--- src/hw/rtl/nsvl_pkg.sv ---
// Package with constants, codes and types of the nearest-seed voxel labeling unit.
`default_nettype none

package nsvl_pkg;

    localparam int MAX_SEEDS      = 64;
    localparam int COORD_BITS     = 10;
    localparam int LABEL_BITS     = 16;
    localparam int VALUE_BITS     = 16;
    localparam int SLOT_BITS      = 6;
    localparam int METRIC_BITS    = 2;
    localparam int CNT_BITS       = 7;
    localparam int CFG_INDEX_BITS = 2;
    localparam int CFG_DATA_BITS  = 16;

    localparam int COMP_BITS  = 2 * COORD_BITS;
    localparam int DIST_BITS  = 2 * COORD_BITS + 2;
    localparam int CHAIN_LEN  = MAX_SEEDS + 2;
    localparam int IDX_BITS   = $clog2(CHAIN_LEN);

    localparam logic CMD_LOAD     = 1'b0;
    localparam logic CMD_CLASSIFY = 1'b1;

    localparam logic [METRIC_BITS-1:0] METRIC_EUCLID    = 2'd0;
    localparam logic [METRIC_BITS-1:0] METRIC_MANHATTAN = 2'd1;

    localparam logic [CFG_INDEX_BITS-1:0] CFG_METRIC = 2'd0;
    localparam logic [CFG_INDEX_BITS-1:0] CFG_COUNT  = 2'd1;
    localparam logic [CFG_INDEX_BITS-1:0] CFG_EMPTY  = 2'd2;

    typedef struct packed {
        logic [METRIC_BITS-1:0] metric;
        logic [CNT_BITS-1:0]    count;
    } t_cfg;

    typedef struct packed {
        logic                   command;
        logic [SLOT_BITS-1:0]   seed_slot;
        logic [COORD_BITS-1:0]  coord_x;
        logic [COORD_BITS-1:0]  coord_y;
        logic [COORD_BITS-1:0]  coord_z;
        logic [VALUE_BITS-1:0]  value;
        logic                   comp_vld;
        logic [COMP_BITS-1:0]   comp_x;
        logic [COMP_BITS-1:0]   comp_y;
        logic [COMP_BITS-1:0]   comp_z;
        logic [LABEL_BITS-1:0]  comp_label;
        logic                   dist_vld;
        logic [DIST_BITS-1:0]   span;
        logic [LABEL_BITS-1:0]  dist_label;
        logic                   found;
        logic [DIST_BITS-1:0]   best;
        logic [LABEL_BITS-1:0]  best_label;
    } t_item;

endpackage

`default_nettype wire

--- src/hw/rtl/nsvl_cell.sv ---
// Seed cell: holds one seed, computes its distance terms and merges the best candidate.
`default_nettype none

module nsvl_cell (
    input  logic                            i_clk,
    input  logic                            i_rst_n,
    input  logic                            i_adv,
    input  logic [nsvl_pkg::IDX_BITS-1:0]   i_index,
    input  nsvl_pkg::t_cfg                  i_cfg,
    input  logic                            i_valid,
    input  nsvl_pkg::t_item                 i_item,
    output logic                            o_valid,
    output nsvl_pkg::t_item                 o_item
);

    logic                               has_seed;
    logic                               part;
    logic                               load_hit;
    logic                               take;
    logic [nsvl_pkg::COORD_BITS-1:0]    r_seed_x;
    logic [nsvl_pkg::COORD_BITS-1:0]    r_seed_y;
    logic [nsvl_pkg::COORD_BITS-1:0]    r_seed_z;
    logic [nsvl_pkg::LABEL_BITS-1:0]    r_seed_label;
    logic [nsvl_pkg::COORD_BITS-1:0]    dx;
    logic [nsvl_pkg::COORD_BITS-1:0]    dy;
    logic [nsvl_pkg::COORD_BITS-1:0]    dz;
    logic [nsvl_pkg::DIST_BITS-1:0]     ext_x;
    logic [nsvl_pkg::DIST_BITS-1:0]     ext_y;
    logic [nsvl_pkg::DIST_BITS-1:0]     ext_z;
    logic [nsvl_pkg::DIST_BITS-1:0]     max_xy;
    logic [nsvl_pkg::DIST_BITS-1:0]     seed_span;
    logic                               r_valid;
    nsvl_pkg::t_item                    r_item;
    nsvl_pkg::t_item                    n_item;

    assign has_seed = int'(i_index) < nsvl_pkg::MAX_SEEDS;
    assign part     = has_seed && (int'(i_index) < int'(i_cfg.count));
    assign load_hit = i_adv && i_valid && (i_item.command == nsvl_pkg::CMD_LOAD)
                      && has_seed && (int'(i_item.seed_slot) == int'(i_index));

    assign dx = (r_seed_x >= i_item.coord_x) ? r_seed_x - i_item.coord_x
                                             : i_item.coord_x - r_seed_x;
    assign dy = (r_seed_y >= i_item.coord_y) ? r_seed_y - i_item.coord_y
                                             : i_item.coord_y - r_seed_y;
    assign dz = (r_seed_z >= i_item.coord_z) ? r_seed_z - i_item.coord_z
                                             : i_item.coord_z - r_seed_z;

    assign ext_x  = nsvl_pkg::DIST_BITS'(i_item.comp_x);
    assign ext_y  = nsvl_pkg::DIST_BITS'(i_item.comp_y);
    assign ext_z  = nsvl_pkg::DIST_BITS'(i_item.comp_z);
    assign max_xy = (ext_y > ext_x) ? ext_y : ext_x;

    always_comb begin
        unique case (i_cfg.metric)
            nsvl_pkg::METRIC_EUCLID,
            nsvl_pkg::METRIC_MANHATTAN: begin
                seed_span = ext_x + ext_y + ext_z;
            end
            default: begin
                seed_span = (ext_z > max_xy) ? ext_z : max_xy;
            end
        endcase
    end

    assign take = i_item.dist_vld && (!i_item.found || (i_item.span < i_item.best));

    always_comb begin
        n_item = i_item;
        // terms of this cell's seed
        n_item.comp_vld   = part;
        n_item.comp_label = r_seed_label;
        if (i_cfg.metric == nsvl_pkg::METRIC_EUCLID) begin
            n_item.comp_x = nsvl_pkg::COMP_BITS'(dx) * nsvl_pkg::COMP_BITS'(dx);
            n_item.comp_y = nsvl_pkg::COMP_BITS'(dy) * nsvl_pkg::COMP_BITS'(dy);
            n_item.comp_z = nsvl_pkg::COMP_BITS'(dz) * nsvl_pkg::COMP_BITS'(dz);
        end else begin
            n_item.comp_x = nsvl_pkg::COMP_BITS'(dx);
            n_item.comp_y = nsvl_pkg::COMP_BITS'(dy);
            n_item.comp_z = nsvl_pkg::COMP_BITS'(dz);
        end
        // distance of the previous seed
        n_item.dist_vld   = i_item.comp_vld;
        n_item.span       = seed_span;
        n_item.dist_label = i_item.comp_label;
        // keep the lowest slot on a tie
        if (take) begin
            n_item.found      = 1'b1;
            n_item.best       = i_item.span;
            n_item.best_label = i_item.dist_label;
        end
    end

    always_ff @(posedge i_clk) begin
        if (load_hit) begin
            r_seed_x     <= i_item.coord_x;
            r_seed_y     <= i_item.coord_y;
            r_seed_z     <= i_item.coord_z;
            r_seed_label <= nsvl_pkg::LABEL_BITS'(i_item.value);
        end
    end

    always_ff @(posedge i_clk) begin
        if (!i_rst_n) begin
            r_valid <= 1'b0;
        end else if (i_adv) begin
            r_valid <= i_valid;
        end
    end

    always_ff @(posedge i_clk) begin
        if (i_adv) begin
            r_item <= n_item;
        end
    end

    assign o_valid = r_valid;
    assign o_item  = r_item;

endmodule

`default_nettype wire

--- config.mk ---
export PLATFORM = sky130hd
export DESIGN_NAME = nsvl_cell
export DESIGN_NICKNAME = d
export VERILOG_FILES = /design/src/hw/rtl/nsvl_pkg.sv /design/src/hw/rtl/nsvl_cell.sv
export SDC_FILE = /design/constraint.sdc
export NUM_CORES = 1
export LEC_CHECK = 0
export ABC_CLOCK_PERIOD_IN_PS = 25500
export BUFFER_PORTS_ARGS = -buffer_cell sky130_fd_sc_hd__buf_2
export CAP_MARGIN = 20
export CORE_UTILIZATION = 55
export DETAILED_ROUTE_END_ITERATION = 6
export PLACE_DENSITY = 0.84
export SYNTH_ARGS = -nofsm -noshare
export SYNTH_HDL_FRONTEND = slang
export SYNTH_SLANG_ARGS = --single-unit
export TNS_END_PERCENT = 30
--- constraint.sdc ---
create_clock -name i_clk -period 25.5 [get_ports i_clk]
set_input_delay 2.55 -clock i_clk [delete_from_list [all_inputs] [get_ports i_clk]]
set_output_delay 2.55 -clock i_clk [all_outputs]
set_load 0.005 [all_outputs]
==> results of run 1 <==
-- critical path, cell delays in order --
cell and delay (ns):
buf_2 0.12, inv_1 0.05, ha_1 0.49, and4_1 0.33, a2111oi_4 0.41, o21ai_2 0.16
a21oi_4 0.42, mux2i_1 0.35, xor2_1 0.57, nor2_1 0.16, fa_1 0.53, inv_1 0.05
fa_1 0.47, fa_1 0.50, inv_1 0.06, fa_1 0.53, inv_1 0.06, fa_1 0.53
inv_1 0.05, ha_1 0.35, nand4_1 0.15, or4_1 0.61, or3_1 0.37, o2111a_1 0.18
nor3_1 0.22, a311oi_1 0.14, nor3_1 0.21, nor3b_2 0.07
-- cell usage after synthesis, drive strengths merged (4+ instances only) --
cell | number | area, um2
a2111oi | 5 | 62.56
a211o | 4 | 35.03
a211oi | 10 | 80.07
a21boi | 8 | 60.06
a21o | 62 | 466.7
a21oi | 104 | 535.5
a311oi | 5 | 50.04
a31o | 4 | 35.03
a31oi | 17 | 121.4
and2 | 11 | 68.82
and3 | 8 | 50.05
and4 | 4 | 35.03
buf | 25 | 145.1
clkbuf | 30 | 115.1
edfxtp | 254 | 7627
fa | 170 | 3403
ha | 286 | 3578
inv | 344 | 1291
mux2 | 45 | 506.7
mux2i | 35 | 350.3
nand2 | 91 | 349.1
nand2b | 32 | 202.7
nand3 | 21 | 105.1
nand4 | 21 | 131.4
nor2 | 180 | 683.2
nor2b | 18 | 112.6
nor3 | 31 | 165.2
nor3b | 8 | 65.06
nor4b | 4 | 35.03
o21a | 17 | 127.6
o21ai | 92 | 471.7
o21bai | 17 | 127.6
o221ai | 4 | 35.03
o22a | 7 | 61.31
o22ai | 12 | 75.07
o31ai | 5 | 42.54
or2 | 25 | 156.4
or3 | 7 | 43.79
xnor2 | 65 | 584.3
xor2 | 39 | 356.6
-- sequential cells by signal, indices dropped and copies added, names as in the netlist --
name / count
o_item: 208
r_seed_y: 10
r_seed_z: 10
r_seed_label: 16
o_valid: 1
r_seed_x: 10
-- per-layer routing --
| layer | global-route usage | wire, um | vias to the layer above | share of wire |
|---|---|---|---|---|
| li1 | - | - | 8316 | - |
| met1 | 0.3024 | 21510 | 8463 | 0.39 |
| met2 | 0.4741 | 28490 | 645 | 0.51 |
| met3 | 0.04730 | 3754 | 123 | 0.067 |
| met4 | 0.1090 | 2001 | 0 | 0.036 |
| met5 | 0 | 0 | - | 0 |
-- stage by stage --
stage / utilization / area, um2 / worst slack (ns)
floorplan: - / 22900 / 15.60
global route: 0.6509 / 26640 / 14.84
global placement: 0.6264 / 25630 / 14.74
CTS: 0.6496 / 26580 / 15.18
finish: 0.6510 / 26640 / 15.14
detailed placement: 0.6264 / 25630 / 14.56
-- logic make-up after synthesis --
| group | after synthesis | share of synthesized area |
|---|---|---|
| xor gates and xnor gates | 104 | 0.04108 |
| adders and majority gates | 456 | 0.3048 |
| AOI/OAI and AO/OA | 396 | 0.1141 |
| and+or+nand+nor | 475 | 0.1010 |
| DFF | 255 | 0.3339 |
| buffers and inverters | 399 | 0.06774 |
| muxes | 80 | 0.03742 |
-- path summary, 6_finish.rpt --
path                 end  slack (ns)
max          o_item[153]       15.14
min           o_item[80]        0.41
max reg2reg  o_item[153]       16.79
min reg2reg   o_item[80]        0.41
-- power by group through the flow --
stage / Clock, mW / Sequential [mW] / Combinational (mW)
4_1_cts: 0.424 / 0.569 / 2.32
3_3_place_gp: 0 / 0.575 / 2.22
6_report: 0.416 / 0.568 / 2.33
5_1_grt: 0.439 / 0.573 / 2.65
2_1_floorplan: 0 / 0.578 / 1.75
3_5_place_dp: 0 / 0.577 / 2.29
-- cell type report --
type	instances	area, um2	area share
clock inverters	22	191.4	0.007186
clock buffers	32	758.2	0.02846
diodes	1	2.502	0.00009393
well taps	532	665.6	0.02499
multi-input cells	1511	13730	0.5155
flip-flops and latches	255	7647	0.2871
inverters	344	1291	0.04847
repair buffers	455	2351	0.08825
==> summary.txt, run 1 <==
Status
  • Status: complete, no violations

Detailed routing
  • First drt pass iteration count: 5
  • WL/cell: 17.69 um
  • DRC: 0
  • Vias: 17547
  • DRT iter0 DRCs: 1035
  • Total wire length: 55750 um
  • Antenna viol nets, final: 0
  • Via/cell ratio: 5.567

Synthesis
  • Top FF cell, synth: edfxtp_1
  • Avg Cell Area, Syn: 10.58 um2
  • Synth cell types: 84
  • Syn nets: 2849
  • Synthesized cell area: 22900 um2
  • Syn Inst Count: 2165
  • Synth async-reset ratio: 0
  • Warnings, synthesis: 0
  • Synth Register Bits: 255
  • Post-synth EDFFs: 254
  • Post-synthesis sequential area ratio: 0.3339

GRT
  • Number of antenna violations at the first check in global routing: 1
  • Vias in the first global route: 18348
  • First-pass GRT wire length: 89120 um
  • Largest net degree at the start of global routing: 88
  • GRT Util Overall: 0.2619
  • GRT overflow: 0

Timing
  • Worst-Margin Slew: 1.106 ns
  • Final Hold Viols: 0
  • Setup TNS: 0 ns
  • RSZ-0062 raised after global routing: false
  • Post-route clock period utilization: 0.4061
  • Clk_skew: 0.04567 ns
  • Slew HR: 0.2575
  • Final worst path period need: 10.36 ns
  • Max Clk Rate: 96.57 MHz
  • Max Slew Vio Count: 0
  • Fin Hold WS: 0.4117 ns
  • Final setup viols: 0

Place
  • Placed cell count: 3092
  • RD Place Congestion: 0.8805
  • Post-DP HPWL: 43540 um
  • IO buf count: 436

Min path
  • Worst min path class: reg -> reg
  • Hold_sp: r_seed_label[2]
  • WHS Path Cells: 0

Critical path
  • Crit. End Element: register
  • CP max FO: 14
  • R2R depth: 29
  • Req. time, crit path: 25.83 ns
  • CP Class: in -> reg
  • R2R Path Start: r_seed_x[0]
  • Startpoint Class: input port
  • Critical Path Start: i_item[191]
  • Critical Path AT: 10.69 ns

Power
  • P_leak: 13.05 nW
  • Clock group share of total power: 0.125
  • Switch share: 0.4595
  • Int Power: 1.790 mW
  • Comb power frac: 0.703
  • Tot Pwr: 3.312 mW
  • Sw Pwr: 1.522 mW
  • Worst-case vdd ir drop: 0.1206 mV
  • Sequential share of power: 0.172
  • PwrDens: 124.3 nW/um2

Clocking
  • Worst-path clk slew: 0.06 ns
  • Root Buffer Master: clkbuf_16
  • Skew-Pair Late Insertion Delay: 0.61 ns
  • Num CTS Buffers: 30
  • # Post-CTS Setup Buffers: 0
  • CTS resizes: 0
  • CTS max path bufs: 3
  • CTS Sinks: 255
  • H-tree levels: 1
  • CTS tree: done
  • Hold_buf cts: 0

Cells and area
  • Fin nets: 3281
  • Post-Layout Cell Count: 3152
  • Area delta synth->final: 16.32%
  • Commonest non-fill, non-tap cell in the layout: buf_2
  • Most frequent cells in the layout: 435 x buf_2, 338 x inv_1, 286 x ha_1
  • Layout cells sized above 1: 0.2325
  • Fillers: 3116

Floorplanning
  • I/O pin count: 437
  • Core area: 40920 um2
  • Row count: 74
  • Die area: 42460 um2
  • Initial core utilization: 0.5596
  • Chip width: 206.1 um
  • Vert. Die Dim: 206.1 um

Job
  • Max-cap viol count: 0
No activity file was read; power rests on OpenSTA's default activity.
==> run 2, diff against run 1 <==
- ABC_CLOCK_PERIOD_IN_PS: 25500 -> 10650
- clock period: 25.5 -> 10.65 ns (I/O delays scaled with it)
==> summary.txt, run 2 (synthesis results as in run 1) <==
Critical path
  • CP Buf/Inv Count: 6 (unchanged)
  • Delay-heaviest family, CP: adder cells
  • Crit. End Element: register
  • CP max FO: 14 (unchanged)
  • CP Class: in -> reg
  • Slowest stage delay, CP: 0.61 ns (about the same)
  • Critical Path AT: 9.13 ns (-1.56 ns)
  • Req. time, crit path: 10.96 ns (-14.87 ns)
  • Startpoint Class: input port
  • Crit-path slowest cell: or4_1

Detailed routing
  • WL/cell: 17.95 um (+1.5%)
  • DRC: 0 (unchanged)
  • Total wire length: 56500 um (+1.3%)
  • Antenna viol nets, final: 0 (unchanged)
  • DRT iter0 DRCs: 863 (-17%)
  • First drt pass iteration count: 6 (+1)
  • Vias: 17686 (+0.79%)
  • Via/cell ratio: 5.620 (+0.95%)

Timing
  • Setup TNS: 0 ns (unchanged)
  • Final worst path period need: 8.822 ns
  • Post-route clock period utilization: 0.8284
  • Max Slew Vio Count: 0 (unchanged)
  • Slew HR: 0.2241 (-0.03346)
  • RSZ-0062 raised after global routing: false
  • Worst-Margin Slew: 1.158 ns (+0.05183 ns)
  • Final Hold Viols: 0 (unchanged)
  • Final setup viols: 0 (unchanged)
  • Final Worst Setup Slack: 1.828 ns (-13.32 ns)
  • Clk_skew: 0.01537 ns (-0.03029 ns)
  • Max Clk Rate: 113.4 MHz

Cells and area
  • Layout cells sized above 1: 0.2299 (-0.002616)
  • Area delta synth->final: 16.15%
  • Cell area after layout: 26600 um2 (-0.15%)
  • Most frequent cells in the layout: 435 x buf_2, 338 x inv_1, 286 x ha_1
  • Commonest non-fill, non-tap cell in the layout: buf_2
  • Max FFs per register: 208 (unchanged)
  • Fin nets: 3280 (-0.030%)
  • Final Util: 0.6500 (-0.0009480)

Place
  • Post-DP HPWL: 44300 um (+1.7%)
  • Worst slack, placed: 1.311 ns (-13.25 ns)
  • IO buf count: 436 (unchanged)
  • DP Area: 25650 um2 (about the same)
  • RD Place Congestion: 0.9178 (+4.2%)

Power
  • Worst-case vdd ir drop: 0.3620 mV (+200%)
  • PwrDens: 298.4 nW/um2 (+140%)
  • P_leak: 13.03 nW (-0.17%)
  • Tot Pwr: 7.937 mW (+140%)

Clocking
  • H-tree levels: 1 (unchanged)
  • # Post-CTS Setup Buffers: 0 (unchanged)
  • CTS max path bufs: 3 (unchanged)
  • Num CTS Buffers: 29 (-3.3%)
  • Worst-path clk slew: 0.06 ns (about the same)
  • Root Buffer Master: clkbuf_16
  • Hold_buf cts: 0 (unchanged)
  • CTS tree: done
  • Skew-Pair Late Insertion Delay: 0.58 ns (-0.03 ns)
  • CTS resizes: 0 (unchanged)
  • CTS Sinks: 255 (unchanged)

Status
  • Status: complete, no violations

Floorplanning
  • Row count: 74 (unchanged)
  • Core area: 40920 um2 (unchanged)
  • I/O pin count: 437 (unchanged)
  • Initial core utilization: 0.5596 (unchanged)
  • Chip width: 206.1 um (unchanged)
  • Vert. Die Dim: 206.1 um (unchanged)
  • Die area: 42460 um2 (unchanged)

GRT
  • GRT Util Overall: 0.2651 (+0.003172)
  • Number of antenna violations at the first check in global routing: 1 (unchanged)
  • Largest net degree at the start of global routing: 88 (unchanged)
  • GRT overflow: 0 (unchanged)
  • First-pass GRT wire length: 89960 um (+0.94%)
  • Vias in the first global route: 18349 (+0.0055%)

Job
  • Max-cap viol count: 0 (unchanged)

Min path
  • Worst min path class: reg -> reg
==> run 2: area by class of cell <==
type                       count  area, um2
sequential                   255       7647
multi-input combinational   1511      13730
tap                          532      665.6
timing repair buffer         455       2355
inverter                     344       1291
clock buffer                  32      737.0
antenna                        1      2.502
fill                        3159      14320
clock inverter                17      170.2
==> run 2: final timing paths <==
path | to | cells after the start | slack [ns] | from
max | o_item[153] | 28 | 1.83 | i_item[191]
min | o_item[92] | 0 | 0.42 | r_seed_label[14]
max reg2reg | o_item[153] | 29 | 2.00 | r_seed_x[0]
min reg2reg | o_item[92] | 0 | 0.42 | r_seed_label[14]
==> run 2: per-layer routing <==
| layer | share of wire | wire length (um) | up-vias | global-route usage |
|---|---|---|---|---|
| li1 | - | - | 8308 | - |
| met1 | 0.38 | 21750 | 8545 | 0.3062 |
| met2 | 0.51 | 28940 | 689 | 0.4833 |
| met3 | 0.065 | 3645 | 144 | 0.04478 |
| met5 | 0 | 0 | - | 0 |
| met4 | 0.038 | 2162 | 0 | 0.1077 |
==> run 2: through the flow <==
| stage | hold slack, ns | instances |
|---|---|---|
| after floorplan | 0.4003 | 2165 |
| after global placement | 0.4002 | 3094 |
| after detailed placement | 0.4045 | 3094 |
| after CTS | 0.4186 | 3143 |
| after global routing | 0.4250 | 3146 |
| final | 0.4167 | 3147 |
==> run 2: power breakdown <==
group | switching [mW] | internal [mW]
Clock | 0.411 | 0.566
Combinational | 3.17 | 2.43
Sequential | 0.0460 | 1.32
==> run 2: worst register-to-register path, delay by kind of cell, from the launching register on <==
kind | cells | cell delay [ns]
buffers and inverters | 6 | 0.36
multiplexers | 1 | 0.35
flip-flops | 1 | 0.41
AO/OA/AOI/OAI | 6 | 1.48
AND/OR/NAND/NOR | 7 | 1.77
adder cells (fa/ha/maj) | 8 | 3.47
XOR/XNOR | 1 | 0.55
==> run 3, diff against run 2 <==
- ABC_CLOCK_PERIOD_IN_PS: 10650 -> 8800
- clock period: 10.65 -> 8.8 ns (I/O delays scaled with it)
==> summary.txt, run 3 (synthesis results as in run 1) <==
Timing
  • Slew HR: 0.3835 (+0.1594)
  • Clk_skew: 0.02209 ns (+0.006714 ns)
  • RSZ-0062 raised after global routing: false
  • Final Hold Viols: 0 (unchanged)
  • Setup TNS: 0 ns (unchanged)
  • Final setup viols: 0 (unchanged)
  • Worst-Margin Slew: 0.9182 ns (-0.2394 ns)
  • Post-route clock period utilization: 0.9356
  • Max Slew Vio Count: 0 (unchanged)
  • Final worst path period need: 8.233 ns
  • Max Clk Rate: 121.5 MHz

Min path
  • WHS Endpoint: o_item[81]
  • Hold_sp: r_seed_label[3]
  • Worst min path class: reg -> reg
  • WHS Path Cells: 0 (unchanged)

Critical path
  • Req. time, crit path: 9.12 ns (-1.84 ns)
  • Crit. End Element: register
  • CP max FO: 11 (-3)
  • Critical Path AT: 8.56 ns (-0.57 ns)
  • R2R depth: 30 (+3.4%)
  • Worst path most repeated cell: fa_1
  • R2R Path Start: r_seed_x[0]
  • Startpoint Class: register
  • Slowest stage delay, CP: 0.55 ns (-0.06 ns)
  • RR Endpoint: o_item[153]
  • CP Class: reg -> reg
  • R2R Setup Slk: 0.57 ns (-1.43 ns)
  • Crit-path slowest cell: fa_1

Power
  • Comb power frac: 0.707 (+0.002)
  • P_leak: 13.22 nW (+1.5%)
  • Int Power: 5.373 mW (+25%)
  • Worst-case vdd ir drop: 0.3390 mV (-6.4%)
  • Switch share: 0.4524 (-0.004436)
  • Clock group share of total power: 0.126 (+0.003)
  • Sw Pwr: 4.438 mW (+22%)
  • PwrDens: 364.5 nW/um2 (+22%)
  • Sequential share of power: 0.167 (-0.004)

GRT
  • First-pass GRT wire length: 90490 um (+0.60%)
  • GRT Util Overall: 0.2679 (+0.002813)
  • Largest net degree at the start of global routing: 88 (unchanged)
  • GRT overflow: 0 (unchanged)
  • Number of antenna violations at the first check in global routing: 0 (-1)
  • Vias in the first global route: 18420 (+0.39%)

Detailed routing
  • Total wire length: 56700 um (+0.36%)
  • DRT iter0 DRCs: 883 (+2.3%)
  • First drt pass iteration count: 5 (-1)
  • WL/cell: 17.80 um (-0.84%)
  • DRC: 0 (unchanged)
  • Antenna viol nets, final: 0 (unchanged)
  • Vias: 17605 (-0.46%)
  • Via/cell ratio: 5.527 (-1.6%)

Cells and area
  • Cell area after layout: 26920 um2 (+1.2%)
  • Area delta synth->final: 17.54%
  • Layout cells sized above 1: 0.2427 (+0.01283)
  • Most frequent cells in the layout: 435 x buf_2, 338 x inv_1, 286 x ha_1
  • Final Util: 0.6578 (+0.007797)
  • Commonest non-fill, non-tap cell in the layout: buf_2
  • Post-Layout Cell Count: 3185 (+1.2%)
  • Max FFs per register: 208 (unchanged)
  • N_diodes: 0 (-1)
  • Fillers: 3141 (-0.57%)
  • Fin nets: 3314 (+1.0%)

Job
  • Max-cap viol count: 0 (unchanged)

Clocking
  • Root Buffer Master: clkbuf_16
  • CTS resizes: 0 (unchanged)
  • CTS tree: done
  • Worst-path clk slew: 0.07 ns (about the same)
  • Skew-Pair Late Insertion Delay: 0.59 ns (about the same)
  • Num CTS Buffers: 29 (unchanged)
  • Hold_buf cts: 0 (unchanged)
  • CTS max path bufs: 3 (unchanged)
  • CTS Sinks: 255 (unchanged)
  • # Post-CTS Setup Buffers: 0 (unchanged)
  • H-tree levels: 1 (unchanged)

Place
  • Post-DP HPWL: 45040 um (+1.7%)
  • IO buf count: 436 (unchanged)
  • DP Area: 25920 um2 (+1.1%)
  • RD Place Congestion: 0.9092 (-0.94%)
  • Placed cell count: 3130 (+1.2%)

Floorplanning
  • Core area: 40920 um2 (unchanged)
  • Die area: 42460 um2 (unchanged)
  • Chip width: 206.1 um (unchanged)
  • I/O pin count: 437 (unchanged)
  • Row count: 74 (unchanged)
  • Vert. Die Dim: 206.1 um (unchanged)
  • Initial core utilization: 0.5596 (unchanged)

Status
  • Status: complete, no violations
run 3: cell types whose count changed in the layout (fill, tap and decap cells not counted):
cell | before | now
clkinv_1 | 7 | 4
clkinvlp_4 | 3 | 4
clkinv_2 | 1 | 3
buf_4 | 18 | 52
clkbuf_1 | 3 | 2
inv_16 | 0 | 1
inv_6 | 1 | 6
diode_2 | 1 | 0
run 3: layer usage:
metal | vias to the layer above | wire length, um | global-route usage
li1 | 8390 | - | -
met1 | 8428 | 21910 | 0.3085
met2 | 648 | 28810 | 0.4863
met3 | 139 | 3653 | 0.04447
met4 | 0 | 2330 | 0.1174
met5 | - | 0 | 0
run 3: worst max-delay path, delay by kind of cell (launching register included):
kind | cells | cell delay [ns]
fa+ha+maj | 8 | 3.40
compound gates | 11 | 2.65
buf+inv | 6 | 0.51
xor+xnor | 1 | 0.31
simple gates | 4 | 0.70
flops | 1 | 0.42
run 3: cell type report:
class / count / area (um2) / area share
clock inverter: 23 / 240.2 / 0.008924
multi-input combinational: 1511 / 13730 / 0.5101
sequential: 255 / 7647 / 0.2841
clock buffer: 31 / 733.2 / 0.02724
inverter: 344 / 1291 / 0.04796
timing repair buffer: 489 / 2610 / 0.09695
tap: 532 / 665.6 / 0.02473
run 3: worst max path at each step:
stage                            from           to  slack, ns  cells after the start
final                     r_seed_x[0]  o_item[153]       0.57                     30
after floorplan           i_item[191]  o_item[153]       0.57                     29
after CTS                 r_seed_x[0]  o_item[153]       0.61                     29
after detailed placement  i_item[191]  o_item[153]       0.12                     29
after global placement    i_item[191]  o_item[153]       0.22                     29
after global routing      r_seed_x[0]  o_item[153]       0.09                     32
run 3: power by group through the flow:
| stage | logic [mW] | registers [mW] | clock network, mW |
|---|---|---|---|
| after CTS | 6.93 | 1.64 | 1.27 |
| after detailed placement | 6.85 | 1.67 | 0 |
| after global routing | 7.88 | 1.66 | 1.31 |
| final | 6.93 | 1.64 | 1.24 |
| after floorplan | 5.08 | 1.68 | 0 |
| after global placement | 6.63 | 1.66 | 0 |
run 3: per-stage QoR:
stage / power [mW] / worst slack, ns / hold slack (ns)
after floorplan: 6.757 / 0.5692 / 0.4003
after global placement: 8.295 / 0.2151 / 0.4004
after detailed placement: 8.519 / 0.1184 / 0.4045
after CTS: 9.837 / 0.6128 / 0.4189
after global routing: 10.84 / 0.09388 / 0.4222
final: 9.812 / 0.5667 / 0.4196
